File: config.mk
export PLATFORM = sky130hd
export DESIGN_NAME = go_back_n_sender_core
export DESIGN_NICKNAME = d
export VERILOG_FILES = /design/src/rtl/core/gbn_pkg.sv /design/src/rtl/core/gbn_ctrl.sv /design/src/rtl/core/gbn_dp.sv /design/src/rtl/core/go_back_n_sender_core.sv
export SDC_FILE = /design/constraint.sdc
export NUM_CORES = 1
export LEC_CHECK = 0
export ABC_AREA = 1
export BUFFER_PORTS_ARGS = -buffer_cell sky130_fd_sc_hd__buf_2
export CORE_AREA = 2 2 133 187
export CTS_BUF_LIST = sky130_fd_sc_hd__clkbuf_8
export DETAILED_ROUTE_END_ITERATION = 10
export DIE_AREA = 0 0 135 189
export GPL_ROUTABILITY_DRIVEN = 0
export PLACE_DENSITY_LB_ADDON = 0.3
export SLEW_MARGIN = 10
export SYNTH_ARGS = -nofsm -noshare
export SYNTH_HDL_FRONTEND = slang
export SYNTH_SLANG_ARGS = --single-unit
File: constraint.sdc
create_clock -name clock -period 3 [get_ports clock]
set_input_delay 0.3 -clock clock [delete_from_list [all_inputs] [get_ports clock]]
set_output_delay 0.3 -clock clock [all_outputs]
set_load 0.05 [all_outputs]
File: src/rtl/core/gbn_pkg.sv
// Shared types, codes and constants of the go-back-n sender core.
package gbn_pkg;

   localparam int SEQ_BITS   = 16;
   localparam int MAX_WINDOW = 32;
   localparam int WIN_W      = 6;
   localparam int TMO_W      = 16;
   localparam int TIMER_W    = 17;
   localparam int TICK_W     = 16;
   localparam int CNT_W      = $clog2(MAX_WINDOW + 1);

   // result word kinds
   localparam logic [1:0] KIND_NEW  = 2'd0;
   localparam logic [1:0] KIND_RETX = 2'd1;
   localparam logic [1:0] KIND_DONE = 2'd2;

   // ack kinds of a request word
   localparam logic [1:0] ACK_NONE  = 2'd0;
   localparam logic [1:0] ACK_EMPTY = 2'd1;
   localparam logic [1:0] ACK_SEQ   = 2'd2;

   // configuration register indexes
   localparam logic CSR_WINDOW  = 1'b0;
   localparam logic CSR_TIMEOUT = 1'b1;

   localparam logic [WIN_W-1:0] WINDOW_RESET  = WIN_W'(8);
   localparam logic [TMO_W-1:0] TIMEOUT_RESET = TMO_W'(1000);

   typedef struct packed {
      logic                frame_ready;
      logic                frame_is_final;
      logic [1:0]          ack_kind;
      logic [SEQ_BITS-1:0] ack_seq;
      logic [TICK_W-1:0]   elapsed_ticks;
   } req_type;

   typedef struct packed {
      logic [1:0]          kind;
      logic [SEQ_BITS-1:0] seq_num;
      logic                last;
   } rsp_type;

   typedef enum logic [2:0] {
      ST_IDLE,
      ST_FRAME,
      ST_ACK,
      ST_TIMER,
      ST_EMIT
   } state_type;

   typedef struct packed {
      logic capture;
      logic step_frame;
      logic step_ack;
      logic step_timer;
      logic load_out;
   } cmd_type;

   typedef struct packed {
      logic have_word;
      logic word_last;
      logic out_free;
   } status_type;

endpackage

File: src/rtl/core/gbn_ctrl.sv
// Step sequencer of the go-back-n sender: accept, three update phases, emission.
module gbn_ctrl (
   input  logic                 clock,
   input  logic                 reset,
   input  logic                 req_valid,
   output logic                 req_stall,
   input  gbn_pkg::status_type  status,
   output gbn_pkg::cmd_type     cmd
);

   gbn_pkg::state_type state_ff, state_in;

   always_ff @(posedge clock) begin
      if (reset) begin
         state_ff <= gbn_pkg::ST_IDLE;
      end else begin
         state_ff <= state_in;
      end
   end

   always_comb begin
      state_in = state_ff;
      cmd      = '0;
      req_stall = 1'b1;
      case (state_ff)
         gbn_pkg::ST_IDLE: begin
            req_stall = 1'b0;
            if (req_valid) begin
               cmd.capture = 1'b1;
               state_in    = gbn_pkg::ST_FRAME;
            end
         end
         gbn_pkg::ST_FRAME: begin
            cmd.step_frame = 1'b1;
            state_in       = gbn_pkg::ST_ACK;
         end
         gbn_pkg::ST_ACK: begin
            cmd.step_ack = 1'b1;
            state_in     = gbn_pkg::ST_TIMER;
         end
         gbn_pkg::ST_TIMER: begin
            cmd.step_timer = 1'b1;
            state_in       = gbn_pkg::ST_EMIT;
         end
         gbn_pkg::ST_EMIT: begin
            if (!status.have_word) begin
               state_in = gbn_pkg::ST_IDLE;
            end else if (status.out_free) begin
               cmd.load_out = 1'b1;
               if (status.word_last) begin
                  state_in = gbn_pkg::ST_IDLE;
               end
            end
         end
         default: begin
            state_in = gbn_pkg::ST_IDLE;
         end
      endcase
   end

endmodule

File: src/rtl/core/gbn_dp.sv
// Datapath of the go-back-n sender: window state, timer, pending words, output register.
module gbn_dp (
   input  logic                 clock,
   input  logic                 reset,
   input  logic                 csr_we,
   input  logic                 csr_index,
   input  logic [15:0]          csr_wdata,
   input  gbn_pkg::req_type     req_data,
   output logic                 rsp_valid,
   input  logic                 rsp_stall,
   output gbn_pkg::rsp_type     rsp_data,
   input  gbn_pkg::cmd_type     cmd,
   output gbn_pkg::status_type  status
);

   localparam int SB = gbn_pkg::SEQ_BITS;

   logic [gbn_pkg::WIN_W-1:0]   window_ff, window_in;
   logic [gbn_pkg::TMO_W-1:0]   timeout_ff, timeout_in;

   gbn_pkg::req_type            req_ff, req_in;
   logic [SB-1:0]               base_ff, base_in;
   logic [SB-1:0]               next_ff, next_in;
   logic [SB-1:0]               final_seq_ff, final_seq_in;
   logic                        final_known_ff, final_known_in;
   logic                        src_done_ff, src_done_in;
   logic                        timer_on_ff, timer_on_in;
   logic [gbn_pkg::TIMER_W-1:0] timer_ff, timer_in;
   logic                        finished_ff, finished_in;

   logic                        pend_new_ff, pend_new_in;
   logic [SB-1:0]               new_seq_ff, new_seq_in;
   logic                        pend_done_ff, pend_done_in;
   logic [gbn_pkg::CNT_W-1:0]   retx_left_ff, retx_left_in;
   logic [SB-1:0]               retx_seq_ff, retx_seq_in;

   logic                        rsp_valid_ff, rsp_valid_in;
   gbn_pkg::rsp_type            rsp_ff, rsp_in;

   logic [gbn_pkg::WIN_W-1:0]   win_eff;
   logic [SB-1:0]               outstanding;
   logic [SB-1:0]               ack_dist;
   logic [gbn_pkg::TIMER_W:0]   timer_sum;
   gbn_pkg::rsp_type            word;
   logic                        out_free;

   always_ff @(posedge clock) begin
      if (reset) begin
         window_ff      <= gbn_pkg::WINDOW_RESET;
         timeout_ff     <= gbn_pkg::TIMEOUT_RESET;
         base_ff        <= '0;
         next_ff        <= '0;
         final_seq_ff   <= '0;
         final_known_ff <= 1'b0;
         src_done_ff    <= 1'b0;
         timer_on_ff    <= 1'b0;
         timer_ff       <= '0;
         finished_ff    <= 1'b0;
         pend_new_ff    <= 1'b0;
         pend_done_ff   <= 1'b0;
         retx_left_ff   <= '0;
         rsp_valid_ff   <= 1'b0;
      end else begin
         window_ff      <= window_in;
         timeout_ff     <= timeout_in;
         base_ff        <= base_in;
         next_ff        <= next_in;
         final_seq_ff   <= final_seq_in;
         final_known_ff <= final_known_in;
         src_done_ff    <= src_done_in;
         timer_on_ff    <= timer_on_in;
         timer_ff       <= timer_in;
         finished_ff    <= finished_in;
         pend_new_ff    <= pend_new_in;
         pend_done_ff   <= pend_done_in;
         retx_left_ff   <= retx_left_in;
         rsp_valid_ff   <= rsp_valid_in;
      end
   end

   always_ff @(posedge clock) begin
      req_ff      <= req_in;
      new_seq_ff  <= new_seq_in;
      retx_seq_ff <= retx_seq_in;
      rsp_ff      <= rsp_in;
   end

   // window clamp to 1..MAX_WINDOW
   always_comb begin
      win_eff = window_ff;
      if (window_ff == '0) begin
         win_eff = gbn_pkg::WIN_W'(1);
      end else if (window_ff > gbn_pkg::WIN_W'(gbn_pkg::MAX_WINDOW)) begin
         win_eff = gbn_pkg::WIN_W'(gbn_pkg::MAX_WINDOW);
      end
   end

   assign outstanding = next_ff - base_ff;
   assign ack_dist    = req_ff.ack_seq - base_ff;
   assign timer_sum   = {1'b0, timer_ff} + (gbn_pkg::TIMER_W + 1)'(req_ff.elapsed_ticks);

   // next result word, in emission order: new frame, completion, retransmissions
   always_comb begin
      word = '0;
      if (pend_new_ff) begin
         word.kind    = gbn_pkg::KIND_NEW;
         word.seq_num = new_seq_ff;
         word.last    = !pend_done_ff && (retx_left_ff == '0);
      end else if (pend_done_ff) begin
         word.kind    = gbn_pkg::KIND_DONE;
         word.seq_num = final_seq_ff;
         word.last    = (retx_left_ff == '0);
      end else begin
         word.kind    = gbn_pkg::KIND_RETX;
         word.seq_num = retx_seq_ff;
         word.last    = (retx_left_ff == gbn_pkg::CNT_W'(1));
      end
   end

   assign out_free         = !rsp_valid_ff || !rsp_stall;
   assign status.have_word = pend_new_ff || pend_done_ff || (retx_left_ff != '0);
   assign status.word_last = word.last;
   assign status.out_free  = out_free;

   always_comb begin
      window_in      = window_ff;
      timeout_in     = timeout_ff;
      req_in         = req_ff;
      base_in        = base_ff;
      next_in        = next_ff;
      final_seq_in   = final_seq_ff;
      final_known_in = final_known_ff;
      src_done_in    = src_done_ff;
      timer_on_in    = timer_on_ff;
      timer_in       = timer_ff;
      finished_in    = finished_ff;
      pend_new_in    = pend_new_ff;
      new_seq_in     = new_seq_ff;
      pend_done_in   = pend_done_ff;
      retx_left_in   = retx_left_ff;
      retx_seq_in    = retx_seq_ff;
      rsp_valid_in   = rsp_valid_ff;
      rsp_in         = rsp_ff;

      if (csr_we) begin
         case (csr_index)
            gbn_pkg::CSR_WINDOW:  window_in  = csr_wdata[gbn_pkg::WIN_W-1:0];
            gbn_pkg::CSR_TIMEOUT: timeout_in = csr_wdata[gbn_pkg::TMO_W-1:0];
            default: ;
         endcase
      end

      if (cmd.capture) begin
         req_in = req_data;
      end

      // timer advance and new frame
      if (cmd.step_frame && !finished_ff) begin
         if (timer_on_ff) begin
            timer_in = timer_sum[gbn_pkg::TIMER_W] ? '1 : timer_sum[gbn_pkg::TIMER_W-1:0];
         end
         if (!src_done_ff && req_ff.frame_ready &&
             outstanding < SB'(win_eff)) begin
            pend_new_in = 1'b1;
            new_seq_in  = next_ff;
            if (req_ff.frame_is_final) begin
               final_seq_in   = next_ff;
               final_known_in = 1'b1;
               src_done_in    = 1'b1;
            end
            next_in = next_ff + SB'(1);
         end
      end

      // acknowledgement
      if (cmd.step_ack && !finished_ff) begin
         case (req_ff.ack_kind)
            gbn_pkg::ACK_SEQ: begin
               if (final_known_ff && req_ff.ack_seq == final_seq_ff) begin
                  pend_done_in = 1'b1;
                  finished_in  = 1'b1;
                  timer_on_in  = 1'b0;
               end else if (ack_dist < outstanding) begin
                  base_in     = req_ff.ack_seq + SB'(1);
                  timer_on_in = 1'b0;
               end
            end
            gbn_pkg::ACK_EMPTY: ;
            default: begin
               if (!timer_on_ff) begin
                  timer_on_in = 1'b1;
                  timer_in    = '0;
               end
            end
         endcase
      end

      // timeout: queue the whole outstanding range for retransmission
      if (cmd.step_timer && timer_on_ff &&
          timer_ff > gbn_pkg::TIMER_W'(timeout_ff)) begin
         if (outstanding > SB'(gbn_pkg::MAX_WINDOW)) begin
            retx_left_in = gbn_pkg::CNT_W'(gbn_pkg::MAX_WINDOW);
         end else begin
            retx_left_in = outstanding[gbn_pkg::CNT_W-1:0];
         end
         retx_seq_in = base_ff;
         timer_in    = '0;
      end

      // output register
      if (!rsp_stall) begin
         rsp_valid_in = 1'b0;
      end
      if (cmd.load_out) begin
         rsp_valid_in = 1'b1;
         rsp_in       = word;
         if (pend_new_ff) begin
            pend_new_in = 1'b0;
         end else if (pend_done_ff) begin
            pend_done_in = 1'b0;
         end else begin
            retx_left_in = retx_left_ff - gbn_pkg::CNT_W'(1);
            retx_seq_in  = retx_seq_ff + SB'(1);
         end
      end
   end

   assign rsp_valid = rsp_valid_ff;
   assign rsp_data  = rsp_ff;

endmodule

File: src/rtl/core/go_back_n_sender_core.sv
// Top level of the go-back-n ARQ sender core: sequencer plus datapath.
//
// Usage:
//  - req_* carries one loop step of the sender: frame ready / final flags,
//    an optional cumulative ack and the ticks elapsed since the last step.
//    A word is taken when req_valid is high and req_stall is low.
//  - rsp_* delivers the words caused by that step, in order: a new frame,
//    a transfer-complete word, then any retransmissions from the base up.
//    rsp_data.last marks the final word of a step. A step may cause none.
//  - csr_* writes the window limit (index 0) and timeout_ticks (index 1);
//    write only while the core is idle.
// Timing:
//  - After acceptance, three update phases (timer and new frame, ack,
//    timeout check), then one result word per cycle while rsp_stall is
//    low; req_stall stays high until the last word of the step is loaded.
//    A step yields at most 33 words: a new frame plus a 32-frame retransmit window.
//  - The single output register paces emission: while rsp_stall is high
//    the pending word holds and the sequencer waits in its emit phase.
// Reset (synchronous, active high) clears the window, timer and finished
// flag, restores a window limit of 8 and timeout_ticks 1000, drops rsp_valid.
// Once the transfer completes every later step yields no words until reset.
module go_back_n_sender_core (
   input  logic              clock,
   input  logic              reset,
   input  logic              csr_we,
   input  logic              csr_index,
   input  logic [15:0]       csr_wdata,
   input  logic              req_valid,
   output logic              req_stall,
   input  gbn_pkg::req_type  req_data,
   output logic              rsp_valid,
   input  logic              rsp_stall,
   output gbn_pkg::rsp_type  rsp_data
);

   gbn_pkg::cmd_type    cmd;
   gbn_pkg::status_type status;

   // phase sequencer; holds req_stall high for the whole step
   gbn_ctrl u_ctrl (
      .clock     (clock),
      .reset     (reset),
      .req_valid (req_valid),
      .req_stall (req_stall),
      .status    (status),
      .cmd       (cmd)
   );

   // window state, timer, pending result words and the output register
   gbn_dp u_dp (
      .clock     (clock),
      .reset     (reset),
      .csr_we    (csr_we),
      .csr_index (csr_index),
      .csr_wdata (csr_wdata),
      .req_data  (req_data),
      .rsp_valid (rsp_valid),
      .rsp_stall (rsp_stall),
      .rsp_data  (rsp_data),
      .cmd       (cmd),
      .status    (status)
   );

endmodule
==> flow_summary.ini, run 1 <==
[status]
status = finished, violations left
violations = setup timing

[synth]
seq_area_frac_synth_pct = 38.38
yosys_warnings = 0
synth_cell_types = 62
synthMuxAreaShare_pct = 0.08547
synth_simple_gate_area_share_pct = 23.57
synth_top_family_by_area = simple AND/OR/NAND/NOR gates
synthArstFlopShare_pct = 0
synth_edf_count = 71
yosys_register_bits = 189
syn_nets = 1663
synth_xor_area_share_pct = 5.085
synthFlopType = dfxtp_1
synth_cells = 1515
syn-cell-area_sq_mm = 0.01171
syn_area_per_cell_sq_um = 7.730
synth_adder_area_share_pct = 9.808
synth_compound_area_share_pct = 14.38

[hold_path]
min_path_type = in -> reg
hold_start = csr_wdata[6]
holdPathEnd = u_dp.timeout_ff[6]$_SDFFE_PP1P_
min_path_cells = 3

[sta]
finalHoldViolCount = 0
fin_worst_skew_ns = 0.02256
setup_slack_ns = -0.2082
final.period_utilization_pct = 106.9
fin_crit_ns = 3.208
whs_ns = 0.02320
drv_slew = 0
rsz0062_at_grt = true
slew_headroom_pct = 43.79
max_clock_freq_mhz = 311.7
setup_violations = 17
tightest_slew_ns = 0.8423

[layout]
syn_to_final_growth_pct = 24.65
final_cell_mix = 294 x nand2_1, 204 x inv_1, 146 x nor2_1
final_util_pct = 61.31
fillers = 2069
final_common_cell = nand2_1
nNetsFinal = 1905
final_cells = 2080
antenna_cells = 0
drive_above_1_share_pct = 21.98

[global_route]
track_usage_pct = 27.06
grt_max_degree = 41
antenna_found_initial = 0
grt_pass1_vias = 11180
grt_pass1_wl_mm = 53.72
grt_overflow = 0

[critical_path]
r2r_slack_ns = -0.21
cp-start-kind = register
reg2reg_depth = 19
critPathKind = reg -> reg
r2r_start = u_dp.req_ff[24]$_DFFE_PP_
cp.arrival_ns = 3.61
path_max_fanout = 8
worstPathRequired_ns = 3.40
crit_path_end_kind = register
rr_endpoint = u_dp.base_ff[8]$_SDFFE_PP0P_

[clock_tree]
clkSinkCount = 189
root_buffer = clkbuf_8
clock_latency_ns = 0.50
clock_path_buffers = 2
htree_levels = 4
cts.clk_slew.worst_paths_ns = 0.10
numCtsBuffers = 17
tritoncts = done

[placed_design]
io_buffers = 78
place_hpwl_mm = 26.45
dp_cells = 2004

[die]
initial_utilization_pct = 49.19
die_x_um = 135
die_h_um = 189
num_rows = 67
core_area_sq_mm = 0.02381
die-area_sq_mm = 0.02552
ioPinCount = 79

[route]
routed_wl_mm = 34.05
dr_total_vias = 11085
via_per_inst = 5.329
drtIter0Drc = 609
postRouteAntennaNets = 0
drc = 0
drtPass1Iterations = 5
avgRoutedWirePerCell_um = 16.37

[pwr]
power_density_mw_per_mm2 = 502.2
p_leak_uw = 0.006647
p_total_uw = 7331
vdd_ir_drop_max_mv = 0.3006

[job]
cap_violations = 0
Yosys cell counts, types with 2 or more instances:
cell	n	share of area (%)
inv_2	13	0.42
o21bai_1	2	0.13
o221ai_1	14	1.0
buf_2	8	0.34
nand3_2	5	0.43
nor4_1	5	0.27
a21oi_2	5	0.37
o21ai_0	87	3.7
xor2_1	40	3.0
o21ai_2	5	0.37
o211ai_1	12	0.77
edfxtp_1	71	18
ha_1	87	9.3
and2_1	2	0.11
o21bai_2	4	0.38
inv_1	211	6.8
nor2_2	6	0.32
o221a_2	3	0.29
a21oi_1	109	4.7
nand4_1	22	1.2
a221oi_1	2	0.15
xnor2_1	23	1.7
a31oi_1	7	0.37
nand2_4	3	0.29
a211oi_1	6	0.38
o22ai_1	3	0.16
buf_6	3	0.29
o2111ai_1	2	0.15
a21o_1	5	0.32
nor2_4	2	0.19
nand2_1	299	9.6
fa_1	3	0.51
nor3_1	27	1.2
nand3b_1	3	0.19
o31ai_1	3	0.19
nand3_1	73	3.1
nand2_2	24	1.3
nand4_2	2	0.21
dfxtp_1	118	20
o21ai_1	3	0.13
nor2_1	151	4.8
clkbuf_1	22	0.71
worst max-delay path, cell delays in order, from the launching register on:
cell,delay [ns]
edfxtp_1,0.44
ha_1,0.34
nand2_1,0.12
inv_1,0.06
nand2_1,0.07
nand2_1,0.07
inv_1,0.09
nand3_1,0.13
a31o_2,0.26
a41oi_2,0.15
xor2_1,0.18
ha_1,0.28
a21o_1,0.19
a21oi_2,0.11
nand2_2,0.11
inv_4,0.12
buf_6,0.14
nand3_1,0.08
nand2_1,0.12
nor2_1,0.04
where the power goes:
group / internal (uW) / total [uW] / switching (uW)
combinational: 1080 / 2560 / 1480
sequential: 2790 / 2870 / 79.6
clock: 806 / 1900 / 1090
total: 4680 / 7330 / 2650
final cells by class:
| class | count | area [sq um] | area share, % |
|---|---|---|---|
| clock buffer | 17 | 234.0 | 1.603 |
| multi-input combinational | 1065 | 6506 | 44.57 |
| sequential | 189 | 4501 | 30.83 |
| clock inverter | 15 | 219.0 | 1.500 |
| timing repair buffer | 258 | 1899 | 13.01 |
| tap | 310 | 387.9 | 2.657 |
| inverter | 226 | 850.8 | 5.828 |
metrics by stage:
| stage | cell area, sq um | setup TNS, ns | setup slack (ns) |
|---|---|---|---|
| after floorplan | 11740 | 0 | 0.002577 |
| after global placement | 13410 | -1.813 | -0.1334 |
| after detailed placement | 13410 | -3.515 | -0.2559 |
| after CTS | 14420 | -2.183 | -0.1400 |
| after global routing | 14600 | -8.481 | -0.3643 |
| final | 14600 | -2.659 | -0.2082 |
how the worst max path moves through the flow:
stage | end | cells past startpoint | slack [ns] | from
after floorplan | u_dp.base_ff[1]$_SDFFE_PP0P_ | 22 | 0.003 | u_dp.req_ff[16]$_DFFE_PP_
after global placement | u_dp.base_ff[14]$_SDFFE_PP0P_ | 23 | -0.13 | u_dp.req_ff[16]$_DFFE_PP_
after detailed placement | u_dp.base_ff[13]$_SDFFE_PP0P_ | 22 | -0.26 | u_dp.req_ff[16]$_DFFE_PP_
after CTS | u_dp.base_ff[15]$_SDFFE_PP0P_ | 23 | -0.14 | u_dp.req_ff[16]$_DFFE_PP_
after global routing | u_dp.base_ff[10]$_SDFFE_PP0P_ | 19 | -0.36 | u_dp.req_ff[24]$_DFFE_PP_
final | u_dp.base_ff[8]$_SDFFE_PP0P_ | 19 | -0.21 | u_dp.req_ff[24]$_DFFE_PP_
sequential cells by signal, summed over array words and instances (netlist names), 3 cells and up:
| register | cells |
|---|---|
| u_dp.retx_left_ff | 6 |
| u_ctrl.state_ff | 3 |
| u_dp.final_seq_ff | 16 |
| u_dp.base_ff | 16 |
| u_dp.rsp_data | 19 |
| u_dp.timeout_ff | 16 |
| u_dp.new_seq_ff | 16 |
| u_dp.timer_ff | 17 |
| u_dp.retx_seq_ff | 16 |
| u_dp.req_ff | 36 |
| u_dp.window_ff | 6 |
| u_dp.next_ff | 16 |
kinds of logic (layout without fill, tap and decap cells):
kind of cell / after synthesis / after routing
adder cells (fa/ha/maj): 90 / 90
XOR/XNOR: 65 / 65
multiplexers: 1 / 1
AND/OR/NAND/NOR: 628 / 628
flip-flops: 189 / 189
buffers and inverters: 261 / 516
AO/OA/AOI/OAI: 281 / 281
repair_timing:
| item | in CTS | in global routing |
|---|---|---|
| endpoints found under the setup margin | 42 | 72 |
| pin swaps | 33 | 19 |
| hold endpoints to repair | 35 | 0 |
| buffers inserted | 4 | 3 |
| gates cloned | 1 | 1 |
| hold buffers | 35 | 0 |
| resized for setup | 23 | 29 |
layer usage:
layer  wire length [um]  global-route usage, %  up-vias
met5                  0                      0        -
met1              12320                  26.62     5143
met3               1186                  3.159      120
li1                   -                      -     5521
met4               2590                  20.27        0
met2              17960                  50.98      301
No activity file was read; power rests on OpenSTA's default activity.
==> run 2, diff against run 1 <==
CORE_AREA = 2 2 157 159   (was 2 2 133 187)
CTS_BUF_LIST = sky130_fd_sc_hd__clkbuf_8 sky130_fd_sc_hd__clkbuf_16   (was sky130_fd_sc_hd__clkbuf_8)
DIE_AREA = 0 0 159 161   (was 0 0 135 189)
==> run 2 against run 1 <==
Compared with the run above:
- the flow still finishes with violations (setup timing)
- global-route usage is 2.0 points lower
- cell count is 1.1% lower
- first-iteration DRC count is 23% higher
- core utilization is 0.26 points lower
- clock skew is 0.010 ns lower
- final area is 0.23% higher
- critical path type unchanged
- largest cell class unchanged
- highest routed layer unchanged
==> flow_summary.ini, run 2 (synthesis results as in run 1) <==
[status]
status = finished, violations left
violations = setup timing

[layout]
drive_above_1_share_pct = 23.59
antenna_cells = 0
final_common_cell = nand2_1
largest_reg_flops = 36
regMostFlops = u_dp.req_ff
nNetsFinal = 1869
final_cell_mix = 293 x nand2_1, 196 x inv_1, 146 x nor2_1
syn_to_final_growth_pct = 24.94

[critical_path]
cp.arrival_ns = 3.61
cp-endpoint = u_dp.base_ff[10]$_SDFFE_PP0P_
crit_path_end_kind = register
cp_cell_sequence = inv_4 -> ha_2 -> nand2_1 -> nor2_1 -> nand2_1 -> o211ai_2 -> xnor2_1 -> ha_1 -> inv_2 -> o31a_1 -> a21oi_2 -> nand3_1 -> nand3_1 -> nand2_1 -> nand2_2 -> inv_4 -> buf_12 -> nand3b_1 -> nand2_1 -> nor2_1
startpoint = u_dp.base_ff[3]$_SDFFE_PP0P_
r2r_slack_ns = -0.22
crit_top_cell = nand2_1
r2r_start = u_dp.base_ff[3]$_SDFFE_PP0P_
slowest_delay_ns = 0.42
critPathKind = reg -> reg
path_max_fanout = 13
worstPathRequired_ns = 3.40
rr_endpoint = u_dp.base_ff[10]$_SDFFE_PP0P_
reg2reg_depth = 20
cpMaxStageDelayCell = ha_2
cp-start-kind = register

[route]
drtPass1Iterations = 7
drtIter0Drc = 752
avgRoutedWirePerCell_um = 16.21
routed_wl_mm = 33.36
dr_total_vias = 11142
drc = 0
via_per_inst = 5.414
postRouteAntennaNets = 0

[clock_tree]
numCtsBuffers = 17
root_buffer = clkbuf_16
tritoncts = done
htree_levels = 4
clock_path_buffers = 2
clock_latency_ns = 0.46
cts.clk_slew.worst_paths_ns = 0.09
clkSinkCount = 189

[global_route]
grt_overflow = 0
track_usage_pct = 25.05
grt_pass1_wl_mm = 51.54
grt_max_degree = 45
antenna_found_initial = 0
grt_pass1_vias = 10381

[sta]
fin_worst_skew_ns = 0.01233
fin_crit_ns = 3.217
finalSetupTns_ns = -5.851
slew_headroom_pct = 56.05
tightest_slew_ns = 0.6583
setup_violations = 60
setup_slack_ns = -0.2168
drv_slew = 0
rsz0062_at_grt = true
final.period_utilization_pct = 107.2
max_clock_freq_mhz = 310.9
finalHoldViolCount = 0

[job]
cap_violations = 0

[pwr]
power_density_mw_per_mm2 = 553.0
p_total_uw = 8092
p_leak_uw = 0.006645
vdd_ir_drop_max_mv = 0.3917

[die]
die_x_um = 159
core_area_sq_mm = 0.02396
num_rows = 57
initial_utilization_pct = 48.87
die_h_um = 161
die-area_sq_mm = 0.02560
ioPinCount = 79

[placed_design]
io_buffers = 78
place_hpwl_mm = 24.25

[hold_path]
min_path_type = in -> reg
hold_start = req_data[4]
## run 2: per-layer routing
| layer | share of wire, % | GRT usage [%] | wire [um] |
|---|---|---|---|
| met3 | 6.7 | 3.595 | 2239 |
| met4 | 2.2 | 7.149 | 748 |
| met2 | 47 | 41.25 | 15590 |
| met5 | 0 | 0 | 0 |
| met1 | 44 | 34.57 | 14780 |
## run 2: stage by stage
stage          area (sq um)  setup slack, ns  util [%]  cells  hold WS [ns]
5_1_grt               14630          -0.3329     61.06   2058     -0.002160
3_3_place_gp          13320          -0.2137     55.60   2001        0.4465
4_1_cts               14210         -0.09183     59.30   2041      0.003317
6_report              14630          -0.2168     61.06   2058       0.01096
2_1_floorplan         11740         0.002577         -   1515        0.3989
3_5_place_dp          13320          -0.2566     55.60   2001        0.4532
## run 2: critical path: cells and delay by family, from the launching register on
| family | cells | cell delay, ns |
|---|---|---|
| AND/OR/NAND/NOR | 10 | 1.05 |
| buffers and inverters | 4 | 0.32 |
| XOR/XNOR | 1 | 0.16 |
| flip-flops | 1 | 0.40 |
| AO/OA/AOI/OAI | 3 | 0.49 |
| adder cells (fa/ha/maj) | 2 | 0.74 |
## run 2: where the power goes
group	internal, uW	total, uW	switching [uW]	leakage (uW)
registers	2790	2880	92.6	0.00162
logic	1190	2740	1550	0.00471
clock network	1180	2470	1290	0.000307
total	5150	8090	2940	0.00664
## run 2: worst min path at each step
stage,endpoint,slack [ns],cells after the start
after floorplan,u_dp.req_ff[0]$_DFFE_PP_,0.40,0
after global routing,u_dp.req_ff[4]$_DFFE_PP_,-0.002,1
after detailed placement,u_dp.timeout_ff[4]$_SDFFE_PP0P_,0.45,2
after global placement,u_dp.timeout_ff[12]$_SDFFE_PP0P_,0.45,2
final,u_dp.req_ff[4]$_DFFE_PP_,0.01,1
after CTS,u_dp.req_ff[5]$_DFFE_PP_,0.003,1
## run 2: layout make-up
cell class              instances  area (sq um)
flip-flops and latches        189          4507
clock inverters                15         212.7
multi-input cells            1065          6616
clock buffers                  17         425.4
fillers                      2036          9331
repair buffers                222          1609
well taps                     324         405.4
inverters                     226         855.8
## run 2: what timing repair did
action,in CTS,in global routing
buffers inserted,8,14
gates resized for setup,33,57
hold endpoints to repair,0,2
endpoints found under the setup margin,70,72
gates cloned,0,1
pin swaps,15,14
hold buffers,0,2
